--- src/hw/rtl/rsm_pkg.sv ---
package rsm_pkg;

   // widths
   localparam int COUNT_WIDTH  = 16;
   localparam int TARGET_WIDTH = 11;
   localparam int STEP_WIDTH   = 8;
   localparam int CSR_AWIDTH   = 3;
   localparam int CSR_DWIDTH   = COUNT_WIDTH;
   localparam int REQ_DWIDTH   = 8;
   localparam int RSP_DWIDTH   = 32;

   // register reset values
   localparam logic [COUNT_WIDTH-1:0]  DEBOUNCE_RST    = COUNT_WIDTH'(300);
   localparam logic [COUNT_WIDTH-1:0]  INACTIVITY_RST  = COUNT_WIDTH'(10000);
   localparam logic [COUNT_WIDTH-1:0]  WELCOME_RST     = COUNT_WIDTH'(5000);
   localparam logic [TARGET_WIDTH-1:0] TARGET_MIN_RST  = TARGET_WIDTH'(400);
   localparam logic [TARGET_WIDTH-1:0] TARGET_MAX_RST  = TARGET_WIDTH'(1500);
   localparam logic [STEP_WIDTH-1:0]   TARGET_STEP_RST = STEP_WIDTH'(10);
   localparam logic [TARGET_WIDTH-1:0] INIT_TARGET_RST = TARGET_WIDTH'(500);

   typedef enum logic [1:0] {
      ACT_TICK  = 2'd0,
      ACT_PRESS = 2'd1,
      ACT_STEP  = 2'd2
   } action_type;

   typedef enum logic [1:0] {
      SCR_WELCOME = 2'd0,
      SCR_IDLE    = 2'd1,
      SCR_MENU    = 2'd2,
      SCR_SET     = 2'd3
   } screen_type;

   typedef enum logic [CSR_AWIDTH-1:0] {
      CSR_DEBOUNCE    = 3'd0,
      CSR_INACTIVITY  = 3'd1,
      CSR_WELCOME     = 3'd2,
      CSR_TARGET_MIN  = 3'd3,
      CSR_TARGET_MAX  = 3'd4,
      CSR_TARGET_STEP = 3'd5,
      CSR_INIT_TARGET = 3'd6
   } csr_index_type;

   typedef struct packed {
      logic [COUNT_WIDTH-1:0]  debounce_ms;
      logic [COUNT_WIDTH-1:0]  inactivity_ms;
      logic [COUNT_WIDTH-1:0]  welcome_ms;
      logic [TARGET_WIDTH-1:0] target_min;
      logic [TARGET_WIDTH-1:0] target_max;
      logic [STEP_WIDTH-1:0]   target_step;
      logic                    init_load;
      logic [TARGET_WIDTH-1:0] initial_target;
   } cfg_type;

   typedef struct packed {
      logic [1:0] action;
      logic       phase_b;
   } item_type;

   typedef struct packed {
      screen_type              screen;
      logic                    menu_item;
      logic [TARGET_WIDTH-1:0] pending_target;
      logic [TARGET_WIDTH-1:0] saved_target;
      logic                    saved_now;
      logic                    event_taken;
   } result_type;

endpackage

--- src/hw/rtl/rsm_csr.sv ---
module rsm_csr (
   input  logic                          clock,
   input  logic                          reset,
   input  logic                          csr_we,
   input  logic [rsm_pkg::CSR_AWIDTH-1:0] csr_addr,
   input  logic [rsm_pkg::CSR_DWIDTH-1:0] csr_wdata,
   output rsm_pkg::cfg_type              cfg
);
   import rsm_pkg::*;

   logic [COUNT_WIDTH-1:0]  debounce_ff,   debounce_in;
   logic [COUNT_WIDTH-1:0]  inactivity_ff, inactivity_in;
   logic [COUNT_WIDTH-1:0]  welcome_ff,    welcome_in;
   logic [TARGET_WIDTH-1:0] tmin_ff,       tmin_in;
   logic [TARGET_WIDTH-1:0] tmax_ff,       tmax_in;
   logic [STEP_WIDTH-1:0]   tstep_ff,      tstep_in;
   logic [TARGET_WIDTH-1:0] init_ff,       init_in;
   logic                    init_load;

   // register write decode
   always_comb begin
      debounce_in   = debounce_ff;
      inactivity_in = inactivity_ff;
      welcome_in    = welcome_ff;
      tmin_in       = tmin_ff;
      tmax_in       = tmax_ff;
      tstep_in      = tstep_ff;
      init_in       = init_ff;
      init_load     = 1'b0;
      if (csr_we) begin
         case (csr_addr)
            CSR_DEBOUNCE:    debounce_in   = csr_wdata[COUNT_WIDTH-1:0];
            CSR_INACTIVITY:  inactivity_in = csr_wdata[COUNT_WIDTH-1:0];
            CSR_WELCOME:     welcome_in    = csr_wdata[COUNT_WIDTH-1:0];
            CSR_TARGET_MIN:  tmin_in       = csr_wdata[TARGET_WIDTH-1:0];
            CSR_TARGET_MAX:  tmax_in       = csr_wdata[TARGET_WIDTH-1:0];
            CSR_TARGET_STEP: tstep_in      = csr_wdata[STEP_WIDTH-1:0];
            CSR_INIT_TARGET: begin
               init_in   = csr_wdata[TARGET_WIDTH-1:0];
               init_load = 1'b1;
            end
            default: ;
         endcase
      end
   end

   always_ff @(posedge clock) begin
      if (reset) begin
         debounce_ff   <= DEBOUNCE_RST;
         inactivity_ff <= INACTIVITY_RST;
         welcome_ff    <= WELCOME_RST;
         tmin_ff       <= TARGET_MIN_RST;
         tmax_ff       <= TARGET_MAX_RST;
         tstep_ff      <= TARGET_STEP_RST;
         init_ff       <= INIT_TARGET_RST;
      end else begin
         debounce_ff   <= debounce_in;
         inactivity_ff <= inactivity_in;
         welcome_ff    <= welcome_in;
         tmin_ff       <= tmin_in;
         tmax_ff       <= tmax_in;
         tstep_ff      <= tstep_in;
         init_ff       <= init_in;
      end
   end

   // the load pulse and its value go straight to the target registers
   assign cfg.debounce_ms    = debounce_ff;
   assign cfg.inactivity_ms  = inactivity_ff;
   assign cfg.welcome_ms     = welcome_ff;
   assign cfg.target_min     = tmin_ff;
   assign cfg.target_max     = tmax_ff;
   assign cfg.target_step    = tstep_ff;
   assign cfg.init_load      = init_load;
   assign cfg.initial_target = init_in;

endmodule

--- src/hw/rtl/rsm_core.sv ---
module rsm_core (
   input  logic                clock,
   input  logic                reset,
   input  logic                fire,
   input  rsm_pkg::item_type   item,
   input  rsm_pkg::cfg_type    cfg,
   output rsm_pkg::result_type result
);
   import rsm_pkg::*;

   screen_type              screen_ff,   screen_in;
   logic                    menu_ff,     menu_in;
   logic [TARGET_WIDTH-1:0] pending_ff,  pending_in;
   logic [TARGET_WIDTH-1:0] saved_ff,    saved_in;
   logic [COUNT_WIDTH-1:0]  press_ff,    press_in;
   logic [COUNT_WIDTH-1:0]  activity_ff, activity_in;
   logic [COUNT_WIDTH-1:0]  welcome_ff,  welcome_in;
   logic                    saved_now;
   logic                    event_taken;

   logic [COUNT_WIDTH-1:0]  press_inc;
   logic [COUNT_WIDTH-1:0]  activity_inc;
   logic [COUNT_WIDTH-1:0]  welcome_inc;
   logic [TARGET_WIDTH:0]   step_ext;
   logic [TARGET_WIDTH:0]   up_sum;
   logic [TARGET_WIDTH:0]   down_floor;
   logic [TARGET_WIDTH:0]   down_diff;
   logic                    press_ok;

   // saturating ms counters
   assign press_inc    = (press_ff == '1) ? press_ff : press_ff + COUNT_WIDTH'(1);
   assign activity_inc = (activity_ff == '1) ? activity_ff : activity_ff + COUNT_WIDTH'(1);
   assign welcome_inc  = (welcome_ff == '1) ? welcome_ff : welcome_ff + COUNT_WIDTH'(1);

   // one-bit-wider target arithmetic
   assign step_ext   = (TARGET_WIDTH+1)'(cfg.target_step);
   assign up_sum     = {1'b0, pending_ff} + step_ext;
   assign down_floor = {1'b0, cfg.target_min} + step_ext;
   assign down_diff  = {1'b0, pending_ff} - step_ext;
   assign press_ok   = (press_ff >= cfg.debounce_ms);

   // next state for one item
   always_comb begin
      screen_in   = screen_ff;
      menu_in     = menu_ff;
      pending_in  = pending_ff;
      saved_in    = saved_ff;
      press_in    = press_ff;
      activity_in = activity_ff;
      welcome_in  = welcome_ff;
      saved_now   = 1'b0;
      event_taken = 1'b0;
      case (item.action)
         ACT_TICK: begin
            press_in    = press_inc;
            activity_in = activity_inc;
            if (screen_ff == SCR_WELCOME) begin
               welcome_in = welcome_inc;
               if (welcome_inc > cfg.welcome_ms) begin
                  screen_in  = SCR_IDLE;
                  welcome_in = '0;
               end
            end else if (screen_ff == SCR_MENU || screen_ff == SCR_SET) begin
               if (activity_inc > cfg.inactivity_ms) screen_in = SCR_IDLE;
            end
         end
         ACT_PRESS: begin
            if (press_ok) begin
               event_taken = 1'b1;
               press_in    = '0;
               activity_in = '0;
               case (screen_ff)
                  SCR_WELCOME: begin
                     screen_in  = SCR_IDLE;
                     welcome_in = '0;
                  end
                  SCR_IDLE: screen_in = SCR_MENU;
                  SCR_MENU: screen_in = menu_ff ? SCR_IDLE : SCR_SET;
                  SCR_SET: begin
                     saved_in  = pending_ff;
                     saved_now = 1'b1;
                     screen_in = SCR_IDLE;
                  end
                  default: screen_in = SCR_IDLE;
               endcase
            end
         end
         ACT_STEP: begin
            event_taken = 1'b1;
            activity_in = '0;
            if (screen_ff == SCR_MENU) begin
               menu_in = ~menu_ff;
            end else if (screen_ff == SCR_SET) begin
               if (!item.phase_b) begin
                  // step up, clamp at max
                  if (pending_ff < cfg.target_max) begin
                     pending_in = (up_sum > {1'b0, cfg.target_max}) ?
                                  cfg.target_max : up_sum[TARGET_WIDTH-1:0];
                  end
               end else begin
                  // step down, clamp at min
                  if (pending_ff > cfg.target_min) begin
                     pending_in = ({1'b0, pending_ff} < down_floor) ?
                                  cfg.target_min : down_diff[TARGET_WIDTH-1:0];
                  end
               end
            end
         end
         default: ;
      endcase
   end

   always_ff @(posedge clock) begin
      if (reset) begin
         screen_ff   <= SCR_WELCOME;
         menu_ff     <= 1'b0;
         pending_ff  <= INIT_TARGET_RST;
         saved_ff    <= INIT_TARGET_RST;
         press_ff    <= '1;
         activity_ff <= '0;
         welcome_ff  <= '0;
      end else if (cfg.init_load) begin
         pending_ff <= cfg.initial_target;
         saved_ff   <= cfg.initial_target;
      end else if (fire) begin
         screen_ff   <= screen_in;
         menu_ff     <= menu_in;
         pending_ff  <= pending_in;
         saved_ff    <= saved_in;
         press_ff    <= press_in;
         activity_ff <= activity_in;
         welcome_ff  <= welcome_in;
      end
   end

   // result reflects the state after this item
   assign result.screen         = screen_in;
   assign result.menu_item      = menu_in;
   assign result.pending_target = pending_in;
   assign result.saved_target   = saved_in;
   assign result.saved_now      = saved_now;
   assign result.event_taken    = event_taken;

`ifndef SYNTHESIS
   a_step_clears_activity: assert property (@(posedge clock) disable iff (reset)
      fire && !cfg.init_load && item.action == ACT_STEP |=> activity_ff == '0)
      else $error("encoder step did not clear activity counter");

   a_save_copies_pending: assert property (@(posedge clock) disable iff (reset)
      fire && !cfg.init_load && saved_now |=> saved_ff == $past(pending_ff))
      else $error("save did not copy pending target");

   a_welcome_count_idle: assert property (@(posedge clock) disable iff (reset)
      screen_ff != SCR_WELCOME |-> welcome_ff == '0)
      else $error("welcome counter running off the welcome screen");

   a_bounce_dropped: assert property (@(posedge clock) disable iff (reset)
      fire && !cfg.init_load && item.action == ACT_PRESS && !press_ok
      |=> $stable(screen_ff) && $stable(saved_ff) && $stable(activity_ff))
      else $error("bounced press changed state");
`endif

endmodule

--- src/hw/rtl/rotary_encoder_setpoint_menu.sv ---
// Rotary encoder setpoint menu. Each request beat is a 1 ms tick, a button
// falling edge or a phase A rising edge with the phase B level; each one
// produces exactly one response beat with the screen, menu highlight,
// pending and saved targets and two event flags. The block takes one beat
// per clock while the response is accepted: a request register feeds the
// combinational state update into a response register; a stalled response
// holds at most one further beat in the request register. The user must
// write registers through the csr_ port only while no beat is in flight; the
// block does not enforce it. Writing initial_target also reloads the pending and saved targets.
module rotary_encoder_setpoint_menu (
   input  logic                           clock,
   input  logic                           reset,
   // request channel
   input  logic                           req_tvalid,
   output logic                           req_tready,
   input  logic [rsm_pkg::REQ_DWIDTH-1:0] req_tdata,  // action[1:0], phase_b[2]
   // response channel
   output logic                           rsp_tvalid,
   input  logic                           rsp_tready,
   // screen[1:0], menu_item[2], pending_target[13:3], saved_target[24:14],
   // saved_now[25], event_taken[26]
   output logic [rsm_pkg::RSP_DWIDTH-1:0] rsp_tdata,
   // register write port
   input  logic                           csr_we,
   input  logic [rsm_pkg::CSR_AWIDTH-1:0] csr_addr,
   input  logic [rsm_pkg::CSR_DWIDTH-1:0] csr_wdata
);
   import rsm_pkg::*;

   logic       in_valid_ff, in_valid_in;
   item_type   item_ff,     item_in;
   logic       out_valid_ff, out_valid_in;
   result_type result_ff,   result_in;
   logic       out_ready;
   logic       fire;
   cfg_type    cfg;

   // handshake: a beat moves on when the response slot is free or draining
   assign out_ready  = !out_valid_ff || rsp_tready;
   assign fire       = in_valid_ff && out_ready;
   assign req_tready = !in_valid_ff || out_ready;

   always_comb begin
      in_valid_in  = req_tready ? req_tvalid : in_valid_ff;
      item_in      = item_ff;
      if (req_tready && req_tvalid) begin
         item_in.action  = req_tdata[1:0];
         item_in.phase_b = req_tdata[2];
      end
      out_valid_in = out_ready ? in_valid_ff : out_valid_ff;
   end

   // control registers
   always_ff @(posedge clock) begin
      if (reset) begin
         in_valid_ff  <= 1'b0;
         out_valid_ff <= 1'b0;
      end else begin
         in_valid_ff  <= in_valid_in;
         out_valid_ff <= out_valid_in;
      end
   end

   // payload registers
   always_ff @(posedge clock) begin
      item_ff <= item_in;
      if (fire) result_ff <= result_in;
   end

   rsm_csr u_csr (
      .clock     (clock),
      .reset     (reset),
      .csr_we    (csr_we),
      .csr_addr  (csr_addr),
      .csr_wdata (csr_wdata),
      .cfg       (cfg)
   );

   rsm_core u_core (
      .clock  (clock),
      .reset  (reset),
      .fire   (fire),
      .item   (item_ff),
      .cfg    (cfg),
      .result (result_in)
   );

   assign rsp_tvalid = out_valid_ff;
   assign rsp_tdata  = {5'b0,
                        result_ff.event_taken,
                        result_ff.saved_now,
                        result_ff.saved_target,
                        result_ff.pending_target,
                        result_ff.menu_item,
                        result_ff.screen};

endmodule
--- config.mk ---
export PLATFORM = sky130hd
export DESIGN_NAME = rotary_encoder_setpoint_menu
export DESIGN_NICKNAME = d
export VERILOG_FILES = /design/src/hw/rtl/rsm_pkg.sv /design/src/hw/rtl/rsm_csr.sv /design/src/hw/rtl/rsm_core.sv /design/src/hw/rtl/rotary_encoder_setpoint_menu.sv
export SDC_FILE = /design/constraint.sdc
export NUM_CORES = 1
export LEC_CHECK = 0
export BUFFER_PORTS_ARGS = -buffer_cell sky130_fd_sc_hd__buf_2
export CAP_MARGIN = 5
export CORE_AREA = 3 3 190 192
export CTS_BUF_LIST = sky130_fd_sc_hd__clkbuf_16
export DETAILED_ROUTE_END_ITERATION = 10
export DIE_AREA = 0 0 193 195
export PLACE_DENSITY = 0.57
export SLEW_MARGIN = 15
export SYNTH_ARGS = -nofsm -noshare
export SYNTH_HDL_FRONTEND = slang
export SYNTH_SLANG_ARGS = --single-unit
--- constraint.sdc ---
create_clock -name clock -period 4.25 [get_ports clock]
set_input_delay 0.85 -clock clock [delete_from_list [all_inputs] [get_ports clock]]
set_output_delay 0.85 -clock clock [all_outputs]
set_load 0.01 [all_outputs]
After elaboration in Yosys (flattened, before gate mapping) --
Index checks and enable logic that the tools add are counted.
Storage, ports and cells: word-level logic and storage cells 125, flip-flop bits (word level) 194, ROM bits 0, input bits 32, output and inout bits 34, memory bits (writable) 0, bits in latches 0, memories 0
Operators by class: add/sub/neg operators 6, div/mod/pow operators 0, shift operators 0, equal/unequal tests 18, $mul 0, reductions and logical operators 25, bitwise operators 2, muxes and demuxes 43, order comparisons 7
Operator list (count):
- 11-bit two-way mux | 17
- 16-bit two-way mux | 8
- 16-bit one-hot mux with 2 select lines | 2
- 16-bit by 1-bit adder with 16-bit output, second input constant | 3
- 16-bit == test, second input constant | 3
- 16-bit one-hot mux with 3 select lines | 1
- 16-bit > comparator | 2
- 11-bit by 8-bit adder with 12-bit output | 2
- 16-bit >= comparator | 1
- 2-bit AND reduction | 8
- 12-bit by 11-bit > comparator with 1-bit output | 1
- 11-bit by 12-bit less-than comparator with 1-bit output | 1
- 2-bit two-way mux | 6
- 11-bit > comparator | 1
- 11-bit less-than comparator | 1
- 11-bit by 8-bit subtractor with 11-bit output | 1
- 3-bit == test, second input constant | 3
- 2-bit == test, second input constant | 3
- 3-bit by 2-bit == test with 1-bit output, second input constant | 2
- 1-bit two-way mux | 6
- 2-bit by 1-bit != test with 1-bit output, second input constant | 3
- 2-bit one-hot mux with 3 select lines | 1
- 6-bit AND reduction | 1
- 5-bit AND reduction | 1
- other kinds (15) | 23

Depth between registers and ports, before layout --
depth in word-level cells 10, depth in mapped cells 22, depth with buffers taken out 20

Modules after synthesis --
From an unflattened synthesis, not the netlist that was laid out.
Second synthesis, totals: cell total of the unflattened synthesis 1447, area, all modules 12884.9 sq um
By module, submodules not included:
- rsm_core | area each 8225.4 sq um, seq. area each 1461.4 sq um, instances 1, cells an instance 1062
- rsm_csr | area each 3613.5 sq um, seq. area each 1781.7 sq um, instances 1, cells an instance 339
- rotary_encoder_setpoint_menu | area each 1046.0 sq um, seq. area each 940.9 sq um, instances 1, cells an instance 46

Worst setup path after synthesis --
No wires, ideal clock.
kind register to register, start point reg u_core.welcome_ff[4], end point reg u_core.welcome_ff[4], cell stages (with the launch flop) 19, clock period less this slack 4.029 ns, setup time 0.117 ns, arrival 3.911 ns, required time 4.133 ns, buffers on the path 3, path slack 0.221 ns, cell sequence dfxtp_1 -> clkbuf_2 -> and3_1 -> and4_1 -> and4_1 -> clkbuf_1 -> nand3_1 -> and3_1 -> xor2_1 -> ha_1 -> a21oi_1 -> o21ai_0 -> a2111oi_0 -> a211oi_1 -> or2_0 -> clkbuf_1 -> inv_1 -> a21o_1 -> a32o_1
On the way: longest elaborated chain between the ends 6, elaborated cells between the ends (all ways) 7, classes of those cells add/sub (1); order compare (1); eq/ne (1); mux (4)
RTL lines:
- start: declaration | RTL line rsm_core.sv:17 | logic [COUNT_WIDTH-1:0] welcome_ff, welcome_in;
- start signal: assignment | RTL line rsm_core.sv:132 | welcome_ff <= welcome_in;
- 16-bit by 1-bit adder with 16-bit output or 16-bit == test (tied branches) | RTL line rsm_core.sv:33 | assign welcome_inc = (welcome_ff == '1) ? welcome_ff : welcome_ff + COUNT_WIDTH'(1);
- 16-bit two-way mux * | RTL line rsm_core.sv:33
- 16-bit > comparator | RTL line rsm_core.sv:59 | if (welcome_inc > cfg.welcome_ms) begin
- 16-bit two-way mux * | RTL line rsm_core.sv:59
- 16-bit two-way mux * | RTL line rsm_core.sv:57 | if (screen_ff == SCR_WELCOME) begin
- 16-bit one-hot mux with 2 select lines * | RTL line rsm_core.sv:53 | case (item.action)
Every way passes the cells marked *; elsewhere a longest branch is shown, timed or not. The select of a mux whose other input is x is not followed. A chain may end at the register's enable or synchronous reset.

==> impl_metrics.yaml <==
status:
  status: "completed"
critical_path:
  crit-reg2reg-launch: "u_core.pending_ff[2]"
  cp-start-kind: "register"
  endpoint_kind: "register"
  r2r-end: "u_core.pending_ff[7]"
  crit_arrival_ns: 4.43
  rrSetupSlack_ns: 0.16
  cp-startpoint: "u_core.pending_ff[2]"
  cp_max_fo: 12
  critPathKind: "reg -> reg"
  crit_required_ns: 4.59
  cp-endpoint: "u_core.pending_ff[7]"
  reg2regPathDepth: 17
global_routing:
  antenna_found_initial: 0
  grt-ovfl-total: 0
  grt_max_degree: 52
  grt_pass1_vias: 10530
  track_usage_pct: 19.41
  grt_pass1_wl_um: 56880
logic_synthesis:
  synth_cells: 1469
  yosysUniqueCellTypes: 82
  yosys_warnings: 0
  async_reset_ff_share_pct: 0
  synth_edf_count: 30
  ys_seq_area_share_pct: 33.09
  synth_seq_cells: 183
  synth_flop_cell: "dfxtp_1"
  avgSynthCellArea_um2: 8.155
  synthesis.area_um2: 11980
cells_and_area:
  regArea_um2: 3966
  multi_input_area_um2: 7440
  drive_gt1_share_pct: 14.45
  nets: 1701
  final_common_cell: "nand2_1"
  final_cell_mix: "nand2_1, dfxtp_1, a21oi_1, ha_1"
  n_antenna_cell: 0
  syn2layout_area_growth_pct: 15.09
  stdcell_count: 2012
  fill_cells: 3581
route:
  drc: 0
  drtAntennaViolNets: 0
  dr.first_iter.drc_count: 556
  via_per_inst: 5.404
  drtPass1Iterations: 5
  wl_per_cell_um: 18.21
  vias: 10870
  finalWirelength_um: 36650
sta:
  min_period_ns: 4.088
  finClkSkew_ns: 0.01385
  setup_viol: 0
  drv_slew: 0
  max_freq_ghz: 0.2446
  worstMarginPinSlew_ns: 1.105
  fin_crit_sh_pct: 96.19
  fin_ws_ns: 0.1620
  hold_viol: 0
  max_slew_margin_pct: 26.09
  finalSetupTns_ns: 0
placement:
  dp_hpwl_um: 27030
  dp_cells: 1977
  io_buffers: 55
  dpl_worst_slack_ns: 0.02654
  gp_congestion: 0.8973
die:
  core-area_um2: 34540
  die_w_um: 193
  ioPinCount: 66
  start_util_pct: 34.68
  die-area_um2: 37640
  dieHeight_um: 195
  rows: 68
pwr:
  leakagePower_nw: 5.473
  p_total_mw: 4.375
  p_per_area_nw_per_um2: 317.3
  vdd_drop_max_mv: 0.2987
clocking:
  hold_buffers: 0
  clkTransAtPathRegs_ns: 0.08
  root_buffer: "clkbuf_16"
  h-tree-depth: 4
  clockBufferDepth: 2
  cts_buffers: 17
  cts.sinks: 183
  cts_tree: "yes"
  worstSkewPairLatency_ns: 0.46
hold_path:
  hp-class: "reg -> reg"
job:
  maxCapViolations: 0
==> synth_stat cells, drive strengths merged (4+ instances only) <==
cell / instances / area (µm²)
a2111oi: 4 / 53.81
a211o: 21 / 183.9
a211oi: 18 / 140.1
a21o: 19 / 143.9
a21oi: 130 / 654.4
a221o: 4 / 41.29
a311oi: 5 / 43.79
a31oi: 16 / 100.1
and2: 8 / 50.05
and3: 23 / 143.9
and4: 10 / 87.58
buf: 22 / 118.9
clkbuf: 54 / 209.0
dfxtp: 153 / 3063
edfxtp: 30 / 900.9
ha: 122 / 1526
inv: 99 / 371.6
mux2: 14 / 157.7
mux2i: 16 / 160.2
nand2: 206 / 780.8
nand2b: 14 / 90.09
nand3: 48 / 245.2
nand3b: 10 / 75.07
nand4: 15 / 93.84
nor2: 102 / 387.9
nor2b: 25 / 156.4
nor3: 34 / 192.7
nor3b: 12 / 90.09
nor4: 7 / 43.79
o2111ai: 5 / 43.79
o211ai: 35 / 267.8
o21a: 17 / 127.6
o21ai: 73 / 369.1
o22ai: 5 / 31.28
o31a: 4 / 35.03
o31ai: 8 / 60.06
or2: 6 / 37.54
xnor2: 26 / 227.7
xor2: 14 / 122.6
==> worst max-delay path: stages, from the launching register on <==
cell,delay (ns)
dfxtp_1,0.38
ha_1,0.27
or2_2,0.32
o211ai_1,0.19
buf_4,0.16
a311oi_2,0.09
o21ai_1,0.19
xnor2_1,0.14
ha_1,0.37
a2111oi_2,0.35
o21ai_0,0.13
o21ai_1,0.22
nand2_1,0.10
buf_4,0.20
mux2i_1,0.17
nor2_1,0.06
a211o_1,0.31
a221o_1,0.32
==> sequential cells by signal (all words and copies together), names as in the netlist, 16 cells and up <==
name / flops
rsp_tdata: 27
u_core.activity_ff: 16
u_core.press_ff: 16
u_core.welcome_ff: 16
u_csr.debounce_ff: 16
u_csr.inactivity_ff: 16
u_csr.welcome_ff: 16
==> power breakdown <==
group	switching, mW	internal [mW]	leakage [nW]	total (mW)
sequential	0.0431	1.82	1.51	1.86
clock	0.853	0.803	0.291	1.66
combinational	0.511	0.349	3.67	0.861
total	1.41	2.97	5.47	4.37
==> layer usage <==
metal  track usage [%]  up-vias  routed length (µm)
met5                 0        -                   0
met4             6.643        0                1152
met3             3.932       66                1788
met2             31.93      275               17020
met1             25.33     5135               16690
li1                  -     5397                   -
==> layout make-up <==
class,instances,area share [%]
clock buffer,17,3.085
clock inverter,15,1.234
inverter,101,2.750
multi-input combinational,1113,53.96
sequential,183,28.77
tap,455,4.129
timing repair buffer,128,6.080
==> what timing repair did <==
item / 4_1_cts / 5_1_grt
pin swaps: 1 / 6
endpoints found under the setup margin: 1 / 37
buffers inserted: 0 / 3
resized for setup: 1 / 31
==> worst min path at each step <==
| stage | from | cells past startpoint | slack, ns | end |
|---|---|---|---|---|
| global placement | u_csr.debounce_ff[10] | 2 | 0.44 | u_csr.debounce_ff[10] |
| floorplan | u_csr.debounce_ff[10] | 2 | 0.44 | u_csr.debounce_ff[10] |
| global route | u_csr.inactivity_ff[12] | 2 | 0.47 | u_csr.inactivity_ff[12] |
| detailed placement | u_csr.debounce_ff[14] | 2 | 0.45 | u_csr.debounce_ff[14] |
| finish | u_csr.debounce_ff[14] | 2 | 0.46 | u_csr.debounce_ff[14] |
| CTS | u_csr.debounce_ff[14] | 2 | 0.46 | u_csr.debounce_ff[14] |
==> stage by stage <==
step | utilization (%) | area [µm²] | hold WS (ns)
2_1_floorplan | - | 12000 | 0.4363
3_3_place_gp | 37.82 | 13060 | 0.4430
3_5_place_dp | 37.82 | 13060 | 0.4485
4_1_cts | 39.54 | 13660 | 0.4599
5_1_grt | 39.92 | 13790 | 0.4685
6_report | 39.92 | 13790 | 0.4581
==> logic make-up after synthesis <==
logic type      after synthesis  share of synthesized area, %
buf+inv                     177                         5.901
fa+ha+maj                   125                         13.24
other cells                   1                       0.03130
simple gates                526                         21.04
mux                          30                         2.653
compound gates              387                         21.12
flops                       183                         33.09
xor+xnor                     40                         2.924
Note: power is estimated with default switching activity, not from simulation.
